**src/rtl/core/urs_pkg.sv**
```systemverilog
// urs_pkg: shared types and constants for the ultrasonic ranger sequencer
// no dependencies; imported by every module in rtl/core
package urs_pkg;

	localparam int TRIG_W       = 3;
	localparam int IDX_W        = 2;
	localparam int DIST_W       = 15;
	localparam int TICKS_W      = 8;
	localparam int ECHO_W       = 3;
	localparam int PADDR_W      = 3;
	localparam int PDATA_W      = 32;

	// register map (word index taken from paddr[2])
	localparam logic REG_TRIGGER_TICKS = 1'b0;

	localparam logic [TICKS_W-1:0] TRIGGER_TICKS_RST = 8'd9;

	// count*16/58 == count*8/29, done as (count*8) * ceil(2^32/29) >> 32
	// exact for count*8 below 2^32/13, i.e. counters up to 24 bits
	localparam int                   RECIP_W     = 28;
	localparam int                   RECIP_SHIFT = 32;
	localparam logic [RECIP_W-1:0]   RECIP_29    = 28'd148102321;
	localparam logic [DIST_W-1:0]    DIST_MAX    = 15'd32767;

	typedef struct packed {
		logic [TRIG_W-1:0] trigger_levels;
		logic              distance_valid;
		logic [IDX_W-1:0]  sensor_index;
		logic [DIST_W-1:0] distance_q4;
	} res_t;

endpackage

```
**src/rtl/core/urs_cfg.sv**
```systemverilog
// urs_cfg: APB register file holding trigger_ticks
// depends on urs_pkg
module urs_cfg (
	input  logic                          clk,
	input  logic                          arst_n,
	input  logic                          psel,
	input  logic                          penable,
	input  logic                          pwrite,
	input  logic [urs_pkg::PADDR_W-1:0]   paddr,
	input  logic [urs_pkg::PDATA_W-1:0]   pwdata,
	output logic [urs_pkg::PDATA_W-1:0]   prdata,
	output logic                          pready,
	output logic [urs_pkg::TICKS_W-1:0]   trigger_ticks
);
	import urs_pkg::*;

	logic [TICKS_W-1:0] trigger_ticks_q;
	logic               wr_en;

	assign pready = 1'b1;
	assign wr_en  = psel && penable && pwrite && (paddr[2] == REG_TRIGGER_TICKS);

	always_ff @(posedge clk or negedge arst_n) begin
		if (!arst_n) begin
			trigger_ticks_q <= TRIGGER_TICKS_RST;
		end else if (wr_en) begin
			trigger_ticks_q <= pwdata[TICKS_W-1:0];
		end
	end

	always_comb begin
		prdata = '0;
		if (paddr[2] == REG_TRIGGER_TICKS) begin
			prdata = {{(PDATA_W-TICKS_W){1'b0}}, trigger_ticks_q};
		end
	end

	assign trigger_ticks = trigger_ticks_q;

endmodule

```
**src/rtl/core/urs_dist.sv**
```systemverilog
// urs_dist: echo count to centimetres (unsigned Q.4) by reciprocal multiply
// depends on urs_pkg
module urs_dist #(
	parameter int ECHO_COUNT_BITS = 16
) (
	input  logic [ECHO_COUNT_BITS-1:0]   echo_count,
	output logic [urs_pkg::DIST_W-1:0]   distance_q4
);
	import urs_pkg::*;

	localparam int NUM_W  = ECHO_COUNT_BITS + 3;
	localparam int PROD_W = NUM_W + RECIP_W;
	localparam int Q_W    = PROD_W - RECIP_SHIFT;

	logic [NUM_W-1:0]  num;
	logic [PROD_W-1:0] prod;
	logic [Q_W-1:0]    quot;

	assign num  = {echo_count, 3'b000};
	assign prod = PROD_W'(num) * PROD_W'(RECIP_29);
	assign quot = prod[PROD_W-1:RECIP_SHIFT];

	generate
		if (Q_W > DIST_W) begin : g_sat
			assign distance_q4 = (|quot[Q_W-1:DIST_W]) ? DIST_MAX : quot[DIST_W-1:0];
		end else begin : g_nosat
			assign distance_q4 = DIST_W'(quot);
		end
	endgenerate

endmodule

```
**src/rtl/core/urs_seq.sv**
```systemverilog
// urs_seq: round-robin trigger / echo sequencer, one tick per step
// depends on urs_pkg; distance comes from urs_dist
module urs_seq #(
	parameter int NUM_SENSORS     = 3,
	parameter int ECHO_COUNT_BITS = 16
) (
	input  logic                          clk,
	input  logic                          arst_n,
	input  logic                          step,
	input  logic [urs_pkg::ECHO_W-1:0]    echo_levels,
	input  logic [urs_pkg::TICKS_W-1:0]   trigger_ticks,
	input  logic [urs_pkg::DIST_W-1:0]    distance_q4,
	output logic [ECHO_COUNT_BITS-1:0]    echo_count,
	output urs_pkg::res_t                 res
);
	import urs_pkg::*;

	typedef enum logic [2:0] {
		PH_TRIG_HIGH,
		PH_TRIG_LOW,
		PH_ECHO_WAIT,
		PH_ECHO_HIGH,
		PH_REPORT
	} phase_t;

	phase_t                     phase_q, phase_d;
	logic [IDX_W-1:0]           sensor_q, sensor_d;
	logic [TICKS_W-1:0]         trig_cnt_q, trig_cnt_d, trig_cnt_inc;
	logic [ECHO_COUNT_BITS-1:0] echo_cnt_q, echo_cnt_d;
	logic [TRIG_W-1:0]          trig_pins_q, trig_pins_d;
	logic                       echo_bit;
	logic [TRIG_W-1:0]          mask;

	// sensors with no pin: echo reads low, no trigger bit
	always_comb begin
		echo_bit = 1'b0;
		mask     = '0;
		if (sensor_q < IDX_W'(TRIG_W)) begin
			echo_bit = echo_levels[sensor_q];
			mask     = TRIG_W'(1) << sensor_q;
		end
	end

	assign trig_cnt_inc = trig_cnt_q + 1'b1;

	always_comb begin
		phase_d     = phase_q;
		sensor_d    = sensor_q;
		trig_cnt_d  = trig_cnt_q;
		echo_cnt_d  = echo_cnt_q;
		trig_pins_d = trig_pins_q;
		res         = '0;
		case (phase_q)
			PH_TRIG_HIGH: begin
				trig_pins_d = trig_pins_q | mask;
				trig_cnt_d  = trig_cnt_inc;
				if (trig_cnt_inc == trigger_ticks) begin
					trig_cnt_d = '0;
					phase_d    = PH_TRIG_LOW;
				end
			end
			PH_TRIG_LOW: begin
				trig_pins_d = trig_pins_q & ~mask;
				phase_d     = PH_ECHO_WAIT;
			end
			PH_ECHO_WAIT: begin
				if (echo_bit) begin
					phase_d = PH_ECHO_HIGH;
				end
			end
			PH_ECHO_HIGH: begin
				if (echo_bit) begin
					if (echo_cnt_q != '1) begin
						echo_cnt_d = echo_cnt_q + 1'b1;
					end
				end else begin
					phase_d = PH_REPORT;
				end
			end
			PH_REPORT: begin
				res.distance_valid = 1'b1;
				res.sensor_index   = sensor_q;
				res.distance_q4    = distance_q4;
				echo_cnt_d         = '0;
				sensor_d           = (sensor_q == IDX_W'(NUM_SENSORS - 1)) ? '0
				                     : sensor_q + 1'b1;
				phase_d            = PH_TRIG_HIGH;
			end
			default: begin
				phase_d = PH_TRIG_HIGH;
			end
		endcase
		res.trigger_levels = trig_pins_d;
	end

	always_ff @(posedge clk or negedge arst_n) begin
		if (!arst_n) begin
			phase_q     <= PH_TRIG_HIGH;
			sensor_q    <= '0;
			trig_cnt_q  <= '0;
			echo_cnt_q  <= '0;
			trig_pins_q <= '0;
		end else if (step) begin
			phase_q     <= phase_d;
			sensor_q    <= sensor_d;
			trig_cnt_q  <= trig_cnt_d;
			echo_cnt_q  <= echo_cnt_d;
			trig_pins_q <= trig_pins_d;
		end
	end

	assign echo_count = echo_cnt_q;

endmodule

```
**src/rtl/core/ultrasonic_ranger_sequencer_top.sv**
```systemverilog
// ultrasonic_ranger_sequencer_top: tick input register, sequencer, result register
// depends on urs_pkg, urs_cfg, urs_seq, urs_dist
//
// usage
//  - one input item per microsecond tick on in_valid/in_ready, carrying the
//    echo pin levels (bit i is sensor i)
//  - one result item per input item on out_valid/out_ready: trigger pin
//    levels after the tick, plus distance_valid, sensor_index and
//    distance_q4 on the tick that closes a measurement (zero otherwise)
//  - out_valid rises after the input accept edge: the tick register takes the
//    item, then the sequencer writes the result register once the slot is free
//  - throughput is one item per cycle while the receiver keeps taking results;
//    the sequencer next state and the distance multiply (one 19x28 reciprocal
//    product at the default counter width) are combinational
//  - a new item is taken while a result waits, as long as the tick register
//    can move on or is empty
//  - when the receiver stalls, the result register holds its item and the
//    tick register holds the next one; in_ready drops only when both are full
//  - reset: sequencer starts on sensor 0 in the trigger-high phase with all
//    trigger pins low and counts cleared; trigger_ticks returns to 9
//  - user writes trigger_ticks over APB at address 0 only while idle, unchecked
module ultrasonic_ranger_sequencer_top #(
	parameter int NUM_SENSORS     = 3,
	parameter int ECHO_COUNT_BITS = 16
) (
	input  logic                          clk,
	input  logic                          arst_n,
	// tick items
	input  logic                          in_valid,
	output logic                          in_ready,
	input  logic [urs_pkg::ECHO_W-1:0]    echo_levels,
	// result items
	output logic                          out_valid,
	input  logic                          out_ready,
	output logic [urs_pkg::TRIG_W-1:0]    trigger_levels,
	output logic                          distance_valid,
	output logic [urs_pkg::IDX_W-1:0]     sensor_index,
	output logic [urs_pkg::DIST_W-1:0]    distance_q4,
	// configuration
	input  logic                          psel,
	input  logic                          penable,
	input  logic                          pwrite,
	input  logic [urs_pkg::PADDR_W-1:0]   paddr,
	input  logic [urs_pkg::PDATA_W-1:0]   pwdata,
	output logic [urs_pkg::PDATA_W-1:0]   prdata,
	output logic                          pready
);
	import urs_pkg::*;

	logic                       valid_s1;
	logic [ECHO_W-1:0]          echo_s1;
	logic                       out_valid_q;
	res_t                       out_res_q;
	res_t                       res;
	logic                       out_free;
	logic                       step;
	logic [TICKS_W-1:0]         trigger_ticks;
	logic [ECHO_COUNT_BITS-1:0] echo_count;
	logic [DIST_W-1:0]          dist_q4;

	// result slot frees when empty or being taken this cycle
	assign out_free = !out_valid_q || out_ready;
	// a tick moves through the sequencer when its result has a place to go
	assign step     = valid_s1 && out_free;
	assign in_ready = !valid_s1 || out_free;

	urs_cfg u_cfg (
		.clk           (clk),
		.arst_n        (arst_n),
		.psel          (psel),
		.penable       (penable),
		.pwrite        (pwrite),
		.paddr         (paddr),
		.pwdata        (pwdata),
		.prdata        (prdata),
		.pready        (pready),
		.trigger_ticks (trigger_ticks)
	);

	urs_dist #(
		.ECHO_COUNT_BITS (ECHO_COUNT_BITS)
	) u_dist (
		.echo_count  (echo_count),
		.distance_q4 (dist_q4)
	);

	urs_seq #(
		.NUM_SENSORS     (NUM_SENSORS),
		.ECHO_COUNT_BITS (ECHO_COUNT_BITS)
	) u_seq (
		.clk           (clk),
		.arst_n        (arst_n),
		.step          (step),
		.echo_levels   (echo_s1),
		.trigger_ticks (trigger_ticks),
		.distance_q4   (dist_q4),
		.echo_count    (echo_count),
		.res           (res)
	);

	// tick register
	always_ff @(posedge clk or negedge arst_n) begin
		if (!arst_n) begin
			valid_s1 <= 1'b0;
		end else if (in_valid && in_ready) begin
			valid_s1 <= 1'b1;
		end else if (step) begin
			valid_s1 <= 1'b0;
		end
	end

	always_ff @(posedge clk) begin
		if (in_valid && in_ready) begin
			echo_s1 <= echo_levels;
		end
	end

	// result register
	always_ff @(posedge clk or negedge arst_n) begin
		if (!arst_n) begin
			out_valid_q <= 1'b0;
		end else if (step) begin
			out_valid_q <= 1'b1;
		end else if (out_ready) begin
			out_valid_q <= 1'b0;
		end
	end

	always_ff @(posedge clk) begin
		if (step) begin
			out_res_q <= res;
		end
	end

	assign out_valid      = out_valid_q;
	assign trigger_levels = out_res_q.trigger_levels;
	assign distance_valid = out_res_q.distance_valid;
	assign sensor_index   = out_res_q.sensor_index;
	assign distance_q4    = out_res_q.distance_q4;

endmodule

```
**config.mk**
```make
export PLATFORM = sky130hd
export DESIGN_NAME = ultrasonic_ranger_sequencer_top
export DESIGN_NICKNAME = d
export VERILOG_FILES = /design/src/rtl/core/urs_pkg.sv /design/src/rtl/core/urs_cfg.sv /design/src/rtl/core/urs_dist.sv /design/src/rtl/core/urs_seq.sv /design/src/rtl/core/ultrasonic_ranger_sequencer_top.sv
export SDC_FILE = /design/constraint.sdc
export NUM_CORES = 1
export LEC_CHECK = 0
export BUFFER_PORTS_ARGS = -buffer_cell sky130_fd_sc_hd__buf_2
export CAP_MARGIN = 20
export CORE_MARGIN = 4
export CORE_UTILIZATION = 56
export DETAILED_ROUTE_END_ITERATION = 8
export PLACE_DENSITY = 0.83
export SYNTH_ARGS = -nofsm -noshare
export SYNTH_HDL_FRONTEND = slang
export SYNTH_SLANG_ARGS = --single-unit
```
**constraint.sdc**
```tcl
create_clock -name clk -period 6 [get_ports clk]
set_input_delay 1.2 -clock clk [delete_from_list [all_inputs] [get_ports clk]]
set_output_delay 1.2 -clock clk [all_outputs]
set_load 0.02 [all_outputs]
```
==> insert_results.sql, run 1 <==
INSERT INTO impl_metrics (metric_group, metric, value, unit) VALUES
('layout', 'insertedDiodeCount', '0', ''),
('placed_design', 'placement.io_buffers', '49', ''),
('clocking', 'cts.sinks', '66', ''),
('yosys', 'synthesis.area', '10500', 'µm²'),
('grt', 'grt_start_max_net_pins', '43', ''),
('yosys', 'ys_seq_area_frac', '0.170', ''),
('grt', 'via_count_of_the_first_global_routing_pass', '8200', ''),
('grt', 'globalRoute.totalOverflow', '0', ''),
('setup_path', 'critPathKind', 'flop to flop', ''),
('route', 'average_wire_length_per_cell_after_detail_routing', '18.4', 'µm'),
('route', 'dr.first_iter.drc_count', '605', ''),
('sta', 'finalCritPeriodShare', '0.992', ''),
('route', 'met2_wirelength', '12.8', 'mm'),
('die', 'floorplan.die.width', '145', 'µm'),
('clocking', 'cts_made_buffers', '9', ''),
('sta', 'max_freq', '168', 'MHz'),
('route', 'detail_route.wirelength', '26.4', 'mm'),
('route', 'routed.top_layer', 'met4', ''),
('yosys', 'synthFlopType', 'dfrtp_1', ''),
('clocking', 'postCtsHoldBufs', '0', ''),
('layout', 'layout.nets', '1558', ''),
('min_path', 'holdCritPathClass', 'flop to flop', ''),
('flow_run', 'timing.max_cap.violations', '0', ''),
('clocking', 'cts_root_buffer', 'clkbuf_16', ''),
('sta', 'slew_headroom', '0.309', ''),
('placed_design', 'postPlaceCellArea', '11300', 'µm²'),
('placed_design', 'finalWeightedCongestion', '0.985', ''),
('yosys', 'synth_enable_flop_cells', '24', ''),
('setup_path', 'end_kind', 'flop', ''),
('sta', 'final.min_clock_period', '5950', 'ps'),
('grt', 'first_pass_grt_wire_length', '41.9', 'mm'),
('clocking', 'tritoncts', 'built', ''),
('route', 'met1_length', '10.9', 'mm'),
('layout', 'post_route_cells_drive_above_1_share', '0.185', ''),
('outcome', 'outcome', 'completed', ''),
('yosys', 'synth_cells', '1079', ''),
('placed_design', 'post-dp-hpwl', '21.5', 'mm'),
('route', 'wl_met3', '1.82', 'mm'),
('yosys', 'yosys_warnings', '0', ''),
('die', 'die_y', '145', 'µm'),
('yosys', 'netlist-cell-type-count', '66', ''),
('layout', 'fillerInstances', '1368', ''),
('grt', 'all_layer_gr_usage', '0.259', ''),
('route', 'route.detailed.vias_per_inst', '5.64', ''),
('yosys', 'ys_top_cells_by_area', 'fa_1 27%, ha_1 21%, dfrtp_1 9.6%', ''),
('die', 'row_count', '49', ''),
('grt', 'antenna_violations_before_repair', '0', ''),
('setup_path', 'critPathRequiredTime', '6200', 'ps'),
('yosys', 'yosys_register_bits', '66', ''),
('yosys', 'syn_area_per_cell', '9.69', 'µm²'),
('route', 'via_count', '8080', ''),
('sta', 'grt_setup_unrepaired', 'true', ''),
('sta', 'hold_ws', '474', 'ps'),
('clocking', 'htree_levels', '3', ''),
('die', 'core-area', '18100', 'µm²'),
('sta', 'fin_worst_skew', '10.6', 'ps'),
('clocking', 'worst_setup_hold_path_clk_slew', '60', 'ps'),
('sta', 'totalNegativeSetupSlack', '0', 'ps'),
('clocking', 'clock_insertion_delay_worst_skew', '340', 'ps'),
('yosys', 'postSynth.asyncResetShare', '0.636', ''),
('sta', 'report.final.hold_viol_count', '0', ''),
('route', 'detail_route.drc_violations', '0', ''),
('setup_path', 'timing.critical_path.fanout_max', '4', ''),
('die', 'design.die.area', '20900', 'µm²'),
('die', 'pin_count', '101', ''),
('setup_path', 'worstPathArrival', '6150', 'ps'),
('layout', 'final_standard_cell_area_without_fillers', '12000', 'µm²'),
('yosys', 'post-synth-top-area-cell', 'fa_1', ''),
('setup_path', 'crit_path_start_kind', 'flop', ''),
('layout', 'area_growth', '15.0', '%'),
('clocking', 'ctsLongestPathBuffers', '2', ''),
('route', 'drt.antenna.violating_nets', '0', ''),
('yosys', 'yosysTopAreaCellShare', '0.266', ''),
('die', 'initial_core_util', '0.576', ''),
('sta', 'final-max-slew-violation-count', '0', ''),
('route', 'firstDrtPassIters', '6', ''),
('layout', 'utilization', '0.663', ''),
('sta', 'setup_failing_eps_final', '0', ''),
('sta', 'tightest_slew', '1030', 'ps');
## layer usage
metal,track usage,up-vias
met2,0.419,304
li1,-,3709
met3,0.0513,65
met4,0.0923,0
met1,0.349,4002
met5,0,-
## sequential cells by signal, indices dropped and copies added (netlist names), 3 cells and up
signal               flops
echo_s1                  3
u_seq.trig_cnt_q         8
u_seq.echo_count        16
distance_q4             15
u_cfg.trigger_ticks      8
trigger_levels           3
u_seq.phase_q            3
u_seq.trig_pins_q        3
## layout make-up
class                      count  area, µm²  share of cell area
timing repair buffer         126        858              0.0713
tap                          229        287              0.0238
clock buffer                  10        229              0.0190
sequential                    66       1780               0.148
inverter                     248        931              0.0774
clock inverter                 6       88.8             0.00738
multi-input combinational    747       7860               0.653
## final timing paths
kind / startpoint / endpoint / slack [ps] / cells after the start
max in group asynchronous: arst_n / u_seq.echo_count[13] / 4340 / 1
min in group asynchronous: arst_n / u_seq.sensor_q[0] / 1000 / 1
max reg2reg: u_seq.echo_count[5] / distance_q4[10] / 50 / 20
min: u_seq.trig_pins_q[0] / u_seq.trig_pins_q[0] / 470 / 2
min reg2reg: u_seq.trig_pins_q[0] / u_seq.trig_pins_q[0] / 470 / 2
max: u_seq.echo_count[5] / distance_q4[10] / 50 / 20
## cell usage after synthesis (all sizes together), types with 2 or more instances
master,count
xnor2,18
dfrtp,40
a211oi,2
clkbuf,12
edfxtp,24
nor2b,13
fa,139
a31o,2
or2,7
xor2,14
o21ai,35
inv,247
nand2b,16
mux2i,3
nand4b,3
nand4,15
buf,29
conb,2
o22ai,2
o2111ai,5
o211a,2
o21bai,2
nor3,15
and2,4
dfstp,2
and3,8
o21a,5
a21o,22
and4,2
a221oi,3
nand3,14
ha,176
o211ai,5
or3,6
nand2,60
nor3b,6
nand3b,2
a31oi,4
mux2,11
or4,2
nor4,6
a21oi,31
o31ai,7
nor2,39
o41ai,3
## metrics by stage
| stage | instances | setup WS [ps] |
|---|---|---|
| finish | 1432 | 50.4 |
| global route | 1432 | -152 |
| CTS | 1425 | -13.0 |
| detailed placement | 1407 | -181 |
| global placement | 1407 | -86.5 |
| floorplan | 1102 | 245 |
## cells in the final DEF (no fill, tap or decap), types with 12 or more instances in the layout
master / netlist / routed
inv_1: 247 / 237
fa_1: 139 / 128
nand2b_1: 16 / 16
nand2_1: 60 / 58
dfrtp_1: 40 / 37
xor2_1: 14 / 12
nand3_1: 14 / 14
conb_1: 2 / 25
nor2b_1: 13 / 13
nor2_1: 39 / 39
buf_4: 25 / 71
edfxtp_1: 24 / 24
a21oi_1: 31 / 24
a21o_1: 22 / 22
ha_1: 176 / 168
xnor2_1: 18 / 18
o21ai_0: 34 / 29
nand4_1: 15 / 15
buf_2: 3 / 49
## logic make-up after synthesis
kind of cell	synth area share
flip-flops	0.170
AO/OA/AOI/OAI	0.0889
adder cells (fa/ha/maj)	0.477
other	0.000718
buffers and inverters	0.114
AND/OR/NAND/NOR	0.109
XOR/XNOR	0.0268
multiplexers	0.0147
## worst max-delay path: stages (launching register included)
cell,delay (ps)
dfrtp_1,410
fa_2,630
inv_2,50
fa_1,470
inv_1,50
fa_1,510
fa_2,480
fa_1,520
inv_2,40
fa_1,550
inv_2,50
ha_4,220
buf_4,150
a21oi_4,170
buf_4,130
nand2_1,60
a221oi_2,290
o41ai_2,160
a21o_1,270
or4_1,510
nand3_1,90
## repair_timing
item | in CTS | in global routing
endpoints found under the setup margin | 7 | 13
resized for setup | 20 | 52
pin swaps | 12 | 42
setup buffers | 3 | 8
Power of run 1 is not shown: default switching activity piles up to over one toggle a cycle in this logic, so the estimate is an artifact.
==> run 2: changes to the inputs <==
Settings changed: CORE_MARGIN 4 to default, CORE_UTILIZATION 56 to 55, PLACE_DENSITY 0.83 to 0.82.
==> insert_results.sql, run 2 (synthesized netlist as in run 1, its figures left out) <==
INSERT INTO impl_metrics (metric_group, metric, value, unit) VALUES
('sta', 'final-max-slew-violation-count', '0', ''),
('placed_design', 'post-dp-hpwl', '20.9', 'mm'),
('setup_path', 'critPathKind', 'flop to flop', ''),
('route', 'average_wire_length_per_cell_after_detail_routing', '17.7', 'µm'),
('layout', 'layout.cells.most_common_list', '243 x inv_1, 163 x ha_1, 133 x fa_1', ''),
('clocking', 'tritoncts', 'built', ''),
('sta', 'finalCritPeriodShare', '0.976', ''),
('layout', 'layout.nets', '1558', ''),
('die', 'core-area', '18600', 'µm²'),
('min_path', 'holdCritPathClass', 'flop to flop', ''),
('sta', 'slew_headroom', '0.303', ''),
('die', 'row_count', '50', ''),
('grt', 'first_pass_grt_wire_length', '40.7', 'mm'),
('layout', 'final_common_cell', 'inv_1', ''),
('grt', 'grt_util_met2', '0.427', ''),
('placed_design', 'finalWeightedCongestion', '1.03', ''),
('min_path', 'launch_instance_of_the_worst_min_delay_path', 'u_seq.trig_pins_q[1]', ''),
('route', 'detail_route.wirelength', '25.5', 'mm'),
('route', 'via_count', '8004', ''),
('sta', 'setup_failing_eps_final', '0', ''),
('min_path', 'worst_hold_path.num_cells', '2', ''),
('grt', 'global_route.usage.met1', '0.375', ''),
('layout', 'area_growth', '15.2', '%'),
('grt', 'via_count_of_the_first_global_routing_pass', '7971', ''),
('grt', 'grt.busiest_layer', 'met2', ''),
('route', 'dr.first_iter.drc_count', '574', ''),
('grt', 'grt_use_met3', '0.0503', ''),
('clocking', 'cts_made_buffers', '9', ''),
('sta', 'final.min_clock_period', '5860', 'ps'),
('sta', 'fin_worst_skew', '8.14', 'ps'),
('clocking', 'ctsLongestPathBuffers', '2', ''),
('clocking', 'cts.sinks', '66', ''),
('grt', 'globalRoute.totalOverflow', '0', ''),
('setup_path', 'critPathRequiredTime', '6200', 'ps'),
('die', 'floorplan.die.width', '140', 'µm'),
('flow_run', 'timing.max_cap.violations', '0', ''),
('die', 'die_y', '140', 'µm'),
('setup_path', 'rr_worst_depth', '20', ''),
('layout', 'insertedDiodeCount', '0', ''),
('route', 'route.detailed.vias_per_inst', '5.57', ''),
('placed_design', 'placement.io_buffers', '49', ''),
('route', 'drt.antenna.violating_nets', '0', ''),
('sta', 'max_freq', '171', 'MHz'),
('die', 'design.die.area', '19600', 'µm²'),
('sta', 'tightest_slew', '1040', 'ps'),
('clocking', 'worst_setup_hold_path_clk_slew', '60', 'ps'),
('layout', 'post_route_cells_drive_above_1_share', '0.183', ''),
('clocking', 'postCtsHoldBufs', '0', ''),
('route', 'detail_route.drc_violations', '0', ''),
('setup_path', 'crit_path_start_kind', 'flop', ''),
('clocking', 'clock_insertion_delay_worst_skew', '340', 'ps'),
('outcome', 'outcome', 'completed', ''),
('setup_path', 'timing.critical_path.fanout_max', '3', ''),
('setup_path', 'end_kind', 'flop', ''),
('grt', 'grt_start_max_net_pins', '43', ''),
('sta', 'report.final.hold_viol_count', '0', ''),
('setup_path', 'launch_point_of_the_worst_reg_to_reg_path', 'u_seq.echo_count[4]', ''),
('grt', 'antenna_violations_before_repair', '0', ''),
('sta', 'hold_ws', '481', 'ps'),
('clocking', 'htree_levels', '3', ''),
('die', 'pin_count', '101', ''),
('setup_path', 'worstPathArrival', '6060', 'ps'),
('min_path', 'worst_hold_path.endpoint', 'u_seq.trig_pins_q[1]', ''),
('setup_path', 'ff2ff_setup_slack', '140', 'ps'),
('route', 'firstDrtPassIters', '6', ''),
('grt', 'all_layer_gr_usage', '0.272', ''),
('setup_path', 'end_of_the_worst_register_to_register_path', 'distance_q4[10]', ''),
('layout', 'largest_register_ffs', '16', ''),
('sta', 'totalNegativeSetupSlack', '0', 'ps'),
('clocking', 'cts_root_buffer', 'clkbuf_16', ''),
('die', 'initial_core_util', '0.561', '');
[run 2: cell count changes in the layout (fill, tap and decap cells not counted), moves of 2 or more]
| cell | previous run | this run |
|---|---|---|
| inv_1 | 237 | 243 |
| inv_2 | 10 | 4 |
| fa_1 | 128 | 133 |
| fa_2 | 11 | 6 |
| ha_1 | 168 | 163 |
| ha_4 | 6 | 10 |
| o21ai_1 | 6 | 2 |
| o21ai_2 | 0 | 3 |
| buf_4 | 71 | 73 |
| nand2_1 | 58 | 56 |
| nand2_2 | 2 | 4 |
| nor3_1 | 11 | 13 |
| nor4_1 | 2 | 4 |
| nor4_4 | 2 | 0 |
[run 2: per-layer routing]
layer | vias to the layer above | wire [µm]
li1 | 3708 | -
met1 | 3964 | 10900
met2 | 274 | 12100
met3 | 58 | 1640
met4 | 0 | 833
met5 | - | 0
[run 2: final cells by class]
class                           count  area (µm²)
Multi-Input combinational cell    747        7890
Fill cell                        1397        6590
Sequential cell                    66        1780
Inverter                          248         931
Timing Repair Buffer              126         838
Tap cell                          234         293
Clock buffer                       10         250
Clock inverter                      6        70.1
[run 2: metrics by stage]
step,instance area (µm²),setup WS [ps],utilization,cells
finish,12100,144,0.647,1437
global route,12100,-34.0,0.647,1437
CTS,11800,-4.14,0.633,1433
detailed placement,11400,-70.9,0.610,1416
global placement,11400,-47.4,0.610,1416
floorplan,10500,245,-,1102
[run 2: critical path: stages, from the launching register on]
cell      delay [ps]
dfrtp_1          410
fa_1             540
buf_6            160
fa_1             470
inv_1             60
fa_2             550
inv_2             50
fa_2             450
fa_1             530
inv_2             50
fa_1             530
inv_1             70
ha_4             250
buf_4            140
nand2_1           60
o21ai_2           70
a221oi_2         320
o41ai_4          160
a21o_1           260
or4_1            510
nand3_1           90
[run 2: what timing repair did]
action	in CTS	in global routing
pin swaps	6	45
setup buffers	1	5
setup endpoints to repair	7	12
resized for setup	16	48
[run 2: how the worst max path moves through the flow]
| stage | start | end | slack [ps] | depth (start not counted) |
|---|---|---|---|---|
| floorplan | u_seq.echo_count[4] | distance_q4[10] | 250 | 18 |
| global placement | u_seq.echo_count[1] | distance_q4[14] | -50 | 19 |
| detailed placement | u_seq.echo_count[13] | distance_q4[14] | -70 | 22 |
| CTS | u_seq.echo_count[3] | distance_q4[14] | -4 | 21 |
| global route | u_seq.echo_count[1] | distance_q4[13] | -30 | 20 |
| finish | u_seq.echo_count[4] | distance_q4[10] | 140 | 20 |
Power of run 2 is left out for the same reason.
==> run 3: changes to the inputs <==
Settings changed: PLACE_DENSITY 0.82 to 0.75, SKIP_CTS_REPAIR_TIMING from default to 1.
==> insert_results.sql, run 3 (synthesized netlist as in run 1, its figures left out) <==
INSERT INTO impl_metrics (metric_group, metric, value, unit) VALUES
('setup_path', 'end_of_the_worst_register_to_register_path', 'distance_q4[13]', ''),
('die', 'row_count', '50', ''),
('min_path', 'holdCritPathClass', 'flop to flop', ''),
('layout', 'layout.cells.most_common_list', '244 x inv_1, 165 x ha_1, 137 x fa_1', ''),
('die', 'initial_core_util', '0.561', ''),
('setup_path', 'rr_worst_depth', '19', ''),
('die', 'die_y', '140', 'µm'),
('sta', 'timing.final.ws_setup', '58.0', 'ps'),
('clocking', 'cts_made_buffers', '9', ''),
('outcome', 'outcome', 'completed', ''),
('layout', 'finalNonFillerCells', '1429', ''),
('setup_path', 'critPathKind', 'flop to flop', ''),
('setup_path', 'worstPathArrival', '6000', 'ps'),
('sta', 'slew_headroom', '0.313', ''),
('layout', 'layout.area.seq', '1780', 'µm²'),
('placed_design', 'post-place-ws', '-107', 'ps'),
('layout', 'largest_register_ffs', '16', ''),
('placed_design', 'post-dp-hpwl', '20.5', 'mm'),
('min_path', 'launch_instance_of_the_worst_min_delay_path', 'u_seq.trig_pins_q[1]', ''),
('layout', 'area_growth', '14.2', '%'),
('die', 'core-area', '18600', 'µm²'),
('route', 'detail_route.wirelength', '25.1', 'mm'),
('sta', 'tightest_slew', '1020', 'ps'),
('sta', 'max_freq', '168', 'MHz'),
('setup_path', 'worst_path_max_delay_cell', 'fa_1', ''),
('setup_path', 'timing.critical_path.fanout_max', '4', ''),
('setup_path', 'ff2ff_setup_slack', '60', 'ps'),
('placed_design', 'placed_cells_incl_taps', '1408', ''),
('clocking', 'clock_insertion_delay_worst_skew', '330', 'ps'),
('grt', 'antenna_violations_before_repair', '0', ''),
('layout', 'insertedDiodeCount', '0', ''),
('sta', 'final.min_clock_period', '5940', 'ps'),
('grt', 'first_pass_grt_wire_length', '40.0', 'mm'),
('sta', 'totalNegativeSetupSlack', '0', 'ps'),
('setup_path', 'crit_path_start_kind', 'flop', ''),
('route', 'firstDrtPassIters', '6', ''),
('sta', 'setup_failing_eps_final', '0', ''),
('grt', 'all_layer_gr_usage', '0.265', ''),
('setup_path', 'critPathRequiredTime', '6060', 'ps'),
('sta', 'report.final.hold_viol_count', '0', ''),
('grt', 'via_count_of_the_first_global_routing_pass', '7959', ''),
('setup_path', 'launch_point_of_the_worst_reg_to_reg_path', 'u_seq.echo_count[2]', ''),
('setup_path', 'end_kind', 'flop', ''),
('clocking', 'tritoncts', 'built', ''),
('clocking', 'worst_setup_hold_path_clk_slew', '60', 'ps'),
('route', 'detail_route.drc_violations', '0', ''),
('layout', 'final_common_cell', 'inv_1', ''),
('layout', 'final_standard_cell_area_without_fillers', '11900', 'µm²'),
('die', 'floorplan.die.width', '140', 'µm'),
('route', 'drt.antenna.violating_nets', '0', ''),
('clocking', 'htree_levels', '3', ''),
('route', 'via_count', '7881', ''),
('setup_path', 'cp-endpoint', 'distance_q4[13]', ''),
('layout', 'fillerInstances', '1476', ''),
('die', 'design.die.area', '19600', 'µm²'),
('sta', 'finalCritPeriodShare', '0.990', ''),
('grt', 'globalRoute.totalOverflow', '0', ''),
('setup_path', 'setup.worst_path.start', 'u_seq.echo_count[2]', ''),
('route', 'route.detailed.vias_per_inst', '5.52', ''),
('clocking', 'cts_root_buffer', 'clkbuf_16', ''),
('grt', 'grt_start_max_net_pins', '43', ''),
('placed_design', 'placement.io_buffers', '49', ''),
('flow_run', 'timing.max_cap.violations', '0', ''),
('placed_design', 'postPlaceCellArea', '11300', 'µm²'),
('setup_path', 'crit_top_cell', 'fa_1', ''),
('layout', 'multiInputGateArea', '7880', 'µm²'),
('clocking', 'cts.sinks', '66', ''),
('setup_path', 'crit_path_cells', 'fa_1, inv_2, fa_1, fa_1, inv_2, fa_2, fa_1, inv_1, fa_1, inv_2, ha_4, nand4_1, a2111oi_2, nor4_2, buf_4, o32ai_4, o31ai_2, xor2_1, nor2_1', ''),
('layout', 'post_route_cells_drive_above_1_share', '0.172', ''),
('layout', 'layout.nets', '1550', ''),
('route', 'average_wire_length_per_cell_after_detail_routing', '17.5', 'µm'),
('min_path', 'worst_hold_path.num_cells', '2', ''),
('sta', 'final-max-slew-violation-count', '0', ''),
('placed_design', 'finalWeightedCongestion', '0.974', ''),
('die', 'pin_count', '101', ''),
('setup_path', 'worst_path_largest_cell_delay', '630', 'ps'),
('clocking', 'ctsLongestPathBuffers', '2', ''),
('sta', 'grt_setup_unrepaired', 'true', ''),
('route', 'dr.first_iter.drc_count', '531', ''),
('sta', 'fin_worst_skew', '7.25', 'ps');
## run 3: worst min path at each step
stage	slack, ps	to
detailed placement	470	u_seq.trig_pins_q[1]
floorplan	450	u_seq.trig_pins_q[1]
CTS	480	u_seq.trig_pins_q[1]
finish	480	u_seq.trig_pins_q[1]
global placement	460	u_seq.trig_pins_q[1]
global route	500	u_seq.trig_pins_q[1]
## run 3: metrics by stage
step / hold slack [ps] / util
6_report: 481 / 0.641
5_1_grt: 500 / 0.641
4_1_cts: 480 / 0.622
3_5_place_dp: 467 / 0.607
3_3_place_gp: 460 / 0.606
2_1_floorplan: 446 / -
## run 3: critical path: cells and delay by family, from the launching register on
family / cells / cell delay, ps
buf+inv: 5 / 390
xor+xnor: 1 / 180
flops: 1 / 400
simple gates: 3 / 320
compound gates: 3 / 880
fa+ha+maj: 7 / 3480
## run 3: cell type report
type / count / share of cell area
Clock buffer: 9 / 0.0189
Inverter: 248 / 0.0779
Multi-Input combinational cell: 747 / 0.660
Timing Repair Buffer: 118 / 0.0645
Sequential cell: 66 / 0.149
Tap cell: 234 / 0.0245
Clock inverter: 7 / 0.00576
## run 3: metal layers
layer | wire, µm | GRT usage
met4 | 736 | 0.102
met1 | 10700 | 0.358
met3 | 1470 | 0.0397
met5 | 0 | 0
met2 | 12100 | 0.432
Power of run 3 is left out for the same reason.
